File: config.mk
export PLATFORM = sky130hd
export DESIGN_NAME = clp_mul
export DESIGN_NICKNAME = d
export VERILOG_FILES = /design/src/design/clp_pkg.sv /design/src/design/clp_mul.sv
export SDC_FILE = /design/constraint.sdc
export NUM_CORES = 2
export LEC_CHECK = 0
export BUFFER_PORTS_ARGS = -buffer_cell sky130_fd_sc_hd__buf_2
export CAP_MARGIN = 5
export CELL_PAD_IN_SITES_DETAIL_PLACEMENT = 1
export CELL_PAD_IN_SITES_GLOBAL_PLACEMENT = 2
export CORE_UTILIZATION = 47
export DETAILED_ROUTE_END_ITERATION = 6
export MAX_ROUTING_LAYER = met4
export PLACE_DENSITY_LB_ADDON = 0.05
export SETUP_SLACK_MARGIN = 0.15
export SLEW_MARGIN = 20
export SYNTH_ARGS = -nofsm -noshare
export SYNTH_HDL_FRONTEND = slang
export SYNTH_SLANG_ARGS = --single-unit
File: constraint.sdc
create_clock -name clock -period 12.7 [get_ports clock]
set_clock_uncertainty 0.05 [all_clocks]
set_input_delay 3.81 -clock clock [delete_from_list [all_inputs] [get_ports clock]]
set_output_delay 3.81 -clock clock [all_outputs]
set_load 0.1 [all_outputs]
File: src/design/clp_pkg.sv
`timescale 1ns / 1ps

package clp_pkg;

   // Width of one partial-product operand chunk.
   localparam int CHUNK_W = 32;

   // Exact widths of the intermediate values.
   localparam int CROSS_W = 65;   // D1 x D2 component
   localparam int TMP_W   = 97;   // D x C component
   localparam int DEN_W   = 130;  // squared cross length
   localparam int DET_W   = 130;  // 3x3 determinant
   localparam int NUM_W   = 162;  // signed numerator of a quotient
   localparam int REM_W   = NUM_W + 1;
   localparam int QUO_W   = 33;   // quotient bits before rounding

   localparam int NUM_LANES = 8;

   localparam logic [31:0] SAT_POS = 32'h7FFF_FFFF;
   localparam logic [31:0] SAT_NEG = 32'h8000_0000;

   // One input item: two lines, each coordinate a 32-bit value.
   typedef struct packed {
      logic [2:0][31:0] d2;
      logic [2:0][31:0] o2;
      logic [2:0][31:0] d1;
      logic [2:0][31:0] o1;
   } lines_type;

   // Register stages of one chunked multiplier.
   function automatic int mul_lat(input int aw, input int bw);
      return ((aw + CHUNK_W - 1) / CHUNK_W) * ((bw + CHUNK_W - 1) / CHUNK_W) + 2;
   endfunction

endpackage

File: src/design/clp_mul.sv
`timescale 1ns / 1ps

// Signed multiplier built from 32x32 partial products, one per stage.
// Stages: entry, one per chunk product, then sign; all advance only while en is high.
module clp_mul #(
   parameter int AW = 32,
   parameter int BW = 32
) (
   input  logic                     clock,
   input  logic                     en,
   input  logic signed [AW-1:0]     a,
   input  logic signed [BW-1:0]     b,
   output logic signed [AW+BW-1:0]  p
);
   import clp_pkg::*;

   localparam int NA  = (AW + CHUNK_W - 1) / CHUNK_W;
   localparam int NB  = (BW + CHUNK_W - 1) / CHUNK_W;
   localparam int NS  = NA * NB;
   localparam int PW  = AW + BW;
   localparam int AXW = NA * CHUNK_W;
   localparam int BXW = NB * CHUNK_W;

   logic [AXW-1:0] ma_ff  [0:NS-1];
   logic [BXW-1:0] mb_ff  [0:NS-1];
   logic           sg_ff  [0:NS];
   logic [PW-1:0]  acc_ff [0:NS];
   logic [PW-1:0]  p_ff;
   logic [AW-1:0]  a_mag;
   logic [BW-1:0]  b_mag;

   // Magnitudes of the operands; the most negative value maps to its power of two.
   assign a_mag = a[AW-1] ? (~a + 1'b1) : a;
   assign b_mag = b[BW-1] ? (~b + 1'b1) : b;

   // Entry stage: magnitudes and product sign.
   always_ff @(posedge clock) begin
      if (en) begin
         ma_ff[0]  <= AXW'(a_mag);
         mb_ff[0]  <= BXW'(b_mag);
         sg_ff[0]  <= a[AW-1] ^ b[BW-1];
         acc_ff[0] <= '0;
      end
   end

   // One chunk product accumulated per stage.
   for (genvar s = 1; s <= NS; s++) begin : g_step
      localparam int I = (s - 1) / NB;
      localparam int J = (s - 1) % NB;
      logic [2*CHUNK_W-1:0] pp;

      assign pp = ma_ff[s-1][I*CHUNK_W +: CHUNK_W] * mb_ff[s-1][J*CHUNK_W +: CHUNK_W];

      always_ff @(posedge clock) begin
         if (en) begin
            acc_ff[s] <= acc_ff[s-1] + (PW'(pp) << (CHUNK_W * (I + J)));
            sg_ff[s]  <= sg_ff[s-1];
         end
      end

      if (s < NS) begin : g_pass
         always_ff @(posedge clock) begin
            if (en) begin
               ma_ff[s] <= ma_ff[s-1];
               mb_ff[s] <= mb_ff[s-1];
            end
         end
      end
   end

   // Apply the sign.
   always_ff @(posedge clock) begin
      if (en) begin
         p_ff <= sg_ff[NS] ? (~acc_ff[NS] + 1'b1) : acc_ff[NS];
      end
   end

   assign p = signed'(p_ff);

endmodule

==> After elaboration in Yosys (flattened, before gate mapping) <==
Memories as Yosys holds them, arrays and structs flattened.
Index checks and enable logic that the tools add are counted.
{ "totals": {"in_bits": 66, "output_inout_bits": 64, "wordCells": 19, "mem_bits_ro": 0, "ff_bits": 64, "n_memories": 4, "ram_bits": 194, "latch_bits": 0} }
{ "memory_table": {"columns": ["name", "words", "width", "read_ports", "rd_ports_with_merged_regs", "write_ports", "line", "rtl"], "rows": [
  ["acc_ff", 2, 64, 2, 0, 2, "clp_mul.sv:27", "logic [PW-1:0] acc_ff [0:NS];"],
  ["ma_ff", 1, 32, 1, 0, 1, "clp_mul.sv:24", "logic [AXW-1:0] ma_ff [0:NS-1];"],
  ["mb_ff", 1, 32, 1, 0, 1, "clp_mul.sv:25", "logic [BXW-1:0] mb_ff [0:NS-1];"],
  ["sg_ff", 2, 1, 2, 0, 2, "clp_mul.sv:26", "logic sg_ff [0:NS];"]
]} }
{ "classes": {"n_reduce_logical": 0, "mux": 5, "n_eq_ne": 0, "magnitude_cmp": 0, "mul": 1, "n_div": 0, "bitwise": 4, "add_sub_neg": 4, "shift": 0} }
{ "ops": {"columns": ["operator", "n"], "rows": [
  ["$add A32 B1 Y32 const B", 2],
  ["$add A64 B1 Y64 const B", 1],
  ["$add A64 B64 Y64", 1],
  ["$mul A32 B32 Y64", 1],
  ["$mux W32", 2],
  ["$mux W64", 1],
  ["$not A32 Y32", 2],
  ["$not A64 Y64", 1],
  ["$mux W1", 2],
  ["$xor A1 B1 Y1", 1]
]} }

==> Longest topological paths before layout <==
{ "logic_depth": {"ltp_word": 3, "mapped_depth": 27, "mapped_depth_nobuf": 25} }

==> Worst setup path after synthesis <==
Ideal clock, no wire load.
{ "synth_path": {"kind": "register to register", "start": "mem mb_ff[0][2] (netlist bit)", "end": "mem acc_ff[0][124] (netlist bit), data pin", "t_required_ns": 12.386, "stages_incl_launch_ff": 26, "arrival_time_ns": 7.265, "n_path_buf": 2, "setup_slack_ns": 5.121, "cell_sequence": "edfxtp_1 -> clkbuf_1 -> and2_1 -> fa_1 -> inv_1 -> fa_1 -> fa_1 -> fa_1 -> inv_1 -> fa_1 -> inv_1 -> fa_1 -> inv_1 -> fa_1 -> fa_1 -> ha_1 -> clkbuf_1 -> and4_1 -> nand3_1 -> or4b_2 -> a31oi_1 -> nor2_1 -> o211ai_1 -> a41oi_1 -> o21a_1 -> xnor2_1"} }
{ "synth_lines": {"columns": ["element", "line"], "rows": [
  ["start, declared", "clp_mul.sv:25"],
  ["end, declared", "clp_mul.sv:27"]
]} }

==> flow_metrics.tcl <==
set metrics [dict create \
    avgSynthCellArea_sq_um 9.86 \
    grt_use_met1_pct 32.1 \
    cp.arrival_ps 8870 \
    syn_nets 5454 \
    num_rows 108 \
    critPathMaxFanout 28 \
    synthAdderAreaFrac_pct 51.1 \
    cp-startpoint "ma_ff[0][10]$_DFFE_PP_" \
    fp.dieArea_sq_um 89800 \
    port-buffer-count 129 \
    worstSetupPathType "reg2reg" \
    synthFlopType "edfxtp_1" \
    postRouteAntennaNets 0 \
    max_freq_ghz 0.115 \
    gr-total-overflow 0 \
    max_stage_delay_ps 680 \
    end_kind "register" \
    cts_sinks 194 \
    grt_max_degree 69 \
    drc 0 \
    r2r-start "ma_ff[0][10]$_DFFE_PP_" \
    grt.total_usage_pct 29.2 \
    synth_mux_area_share_pct 0.0511 \
    die_y_microns 300 \
    die_width_microns 300 \
    h-tree-depth 4 \
    synth_top_area_share_pct 43.1 \
    path_clk_slew_ps 90 \
    vias 29000 \
    synth_cell_types 60 \
    synth_top_family_by_area "adder cells" \
    grt_pass1_wl_microns 192000 \
    antenna_found_initial 8 \
    synth.most_common_cell "fa_1" \
    routedWlPerCell_microns 22.5 \
    cts_made_buffers 17 \
    drv_slew 0 \
    tns_ps 0 \
    worstSetupStartpointType "register" \
    synth.area.top_cells "fa_1, edfxtp_1, and2_1" \
    rsz0062_at_grt "false" \
    period_needed_ps 8660 \
    synth_cells 4226 \
    synth-seq-cells 194 \
    core-area_sq_um 87300 \
    cts-root-buf "clkbuf_16" \
    grtUsageMet2_pct 53.8 \
    drt_iter0_markers 1374 \
    nets 5452 \
    grt_pass1_vias 33200 \
    yosys-top-cells-count "fa_1, inv_1, and2_1" \
    ctsLongestPathBuffers 2 \
    crit_required_ps 12910 \
    yosys.area_share.simple_pct 16.6 \
    status "finished, final reports clean" \
    drt-pass1-iter-count 4 \
    synth-async-reset-ratio_pct 0 \
    avgViaCountPerCell 5.37 \
    post-route-period-util_pct 68.2 \
    cap_viol_max_count 0 \
    clock_latency_ps 500 \
    hold_viol 0 \
    cts_tree "built" \
    setup_viol 0 \
    initial_core_util_pct 47.7 \
    synth_top_area_cell "fa_1" \
    use_met3_pct 2.09 \
    synth-edff-count 194 \
    synth_area_sq_um 41700 \
    cts_hold_buf 0 \
    synth-xor-area-share_pct 3.78 \
    crit_slowest_cell "or4b_2" \
    tightest_slew_ps 1060 \
    ys_warn_count 0 \
    synth_compound_gate_area_share_pct 4.73 \
    hp-class "reg2reg" \
    hold_start "acc_ff[0][64]$_DFFE_PP_" \
    crit_top_cell "fa_1" \
    dp_hpwl_microns 94600 \
    yosysSeqAreaShare_pct 14.0 \
    cts_resized 0 \
    post_cts_buffers 0 \
    boundaryPins 130 \
    slew_headroom_pct 29.4 \
    routed_wl_microns 122000 \
    grt.busiest_layer "met2" \
    syn_to_final_growth_pct 5.85 \
    drive_gt1_share_pct 6.07 \
    crit_chain "buf_4 -> and2_1 -> fa_1 -> inv_1 -> fa_1 -> inv_1 -> fa_1 -> inv_1 -> fa_1 -> inv_1 -> fa_1 -> fa_1 -> fa_1 -> fa_1 -> ha_1 -> and2_1 -> nand3_1 -> or4b_2 -> a31oi_1 -> nor2_1 -> o211ai_1 -> a41oi_1 -> o21a_1 -> xnor2_1" \
    gp_congestion 0.847 \
]
worst paths after layout:
path         cells past startpoint  slack (ps)                       end
min                              0         510            p[0]$_DFFE_PP_
min reg2reg                      0         510            p[0]$_DFFE_PP_
max                             24        4040  acc_ff[0][124]$_DFFE_PP_
max reg2reg                     24        4040  acc_ff[0][124]$_DFFE_PP_
layout by cell type, fill, tap and decap left out, types with 12 or more instances in the layout:
cell	Yosys	routed
ha_1	266	266
inv_1	873	873
o41ai_1	16	16
a21oi_1	61	61
or4_1	19	19
clkbuf_16	0	17
nand2_1	479	479
edfxtp_1	194	194
a21o_1	26	26
nor3_1	12	12
buf_4	0	65
o21a_1	12	12
fa_1	896	896
xor2_1	22	22
nand4_1	12	12
xnor2_1	158	158
o21ai_0	70	70
nor2_1	38	38
o21bai_1	17	17
and2_1	640	640
or3_1	17	17
o31ai_1	34	34
buf_2	0	128
nand2b_1	16	16
nand3_1	24	24
cell families after synthesis:
group,Yosys count
AOI/OAI and AO/OA,296
xor gates and xnor gates,180
adders and majority gates,1162
and+or+nand+nor,1302
DFF,194
muxes,2
buffers and inverters,1090
cell type report:
| type | instances | area, sq um |
|---|---|---|
| clock inverter | 15 | 198 |
| clock buffer | 17 | 425 |
| tap | 1155 | 1450 |
| timing repair buffer | 196 | 1170 |
| antenna | 4 | 10.0 |
| multi-input combinational | 2942 | 31700 |
| fill | 9817 | 43200 |
| inverter | 873 | 3280 |
| sequential | 194 | 5830 |
metrics by stage:
stage	cell area (sq um)	hold slack, ps	std cells	util, %	worst slack [ps]
after global placement	43400	483	5358	49.7	3870
after detailed placement	43400	486	5359	49.8	3830
after floorplan	41700	350	4226	-	5120
after CTS	44100	524	5391	50.5	3790
after global routing	44100	532	5393	50.5	3650
final	44100	512	5396	50.5	4040
critical path, delay by kind of cell (launching register included):
kind,cells,cell delay [ps]
fa+ha+maj,9,4400
flops,1,530
compound gates,4,1210
simple gates,5,1540
xor+xnor,1,130
buf+inv,5,540
state kept, by name (all words and copies together), names as in the netlist:
register  count
ma_ff        32
acc_ff       64
p            64
sg_ff         2
mb_ff        32
routing by layer:
layer  wire length [microns]  vias to the layer above
met5                       0                        -
li1                        -                    12700
met4                    5970                        0
met3                    2670                      210
met1                   45400                    15600
met2                   67500                      424
Power is left out: the tool's default activity adds up to more than one toggle a clock period on the data nets, which glitch-free logic cannot reach.
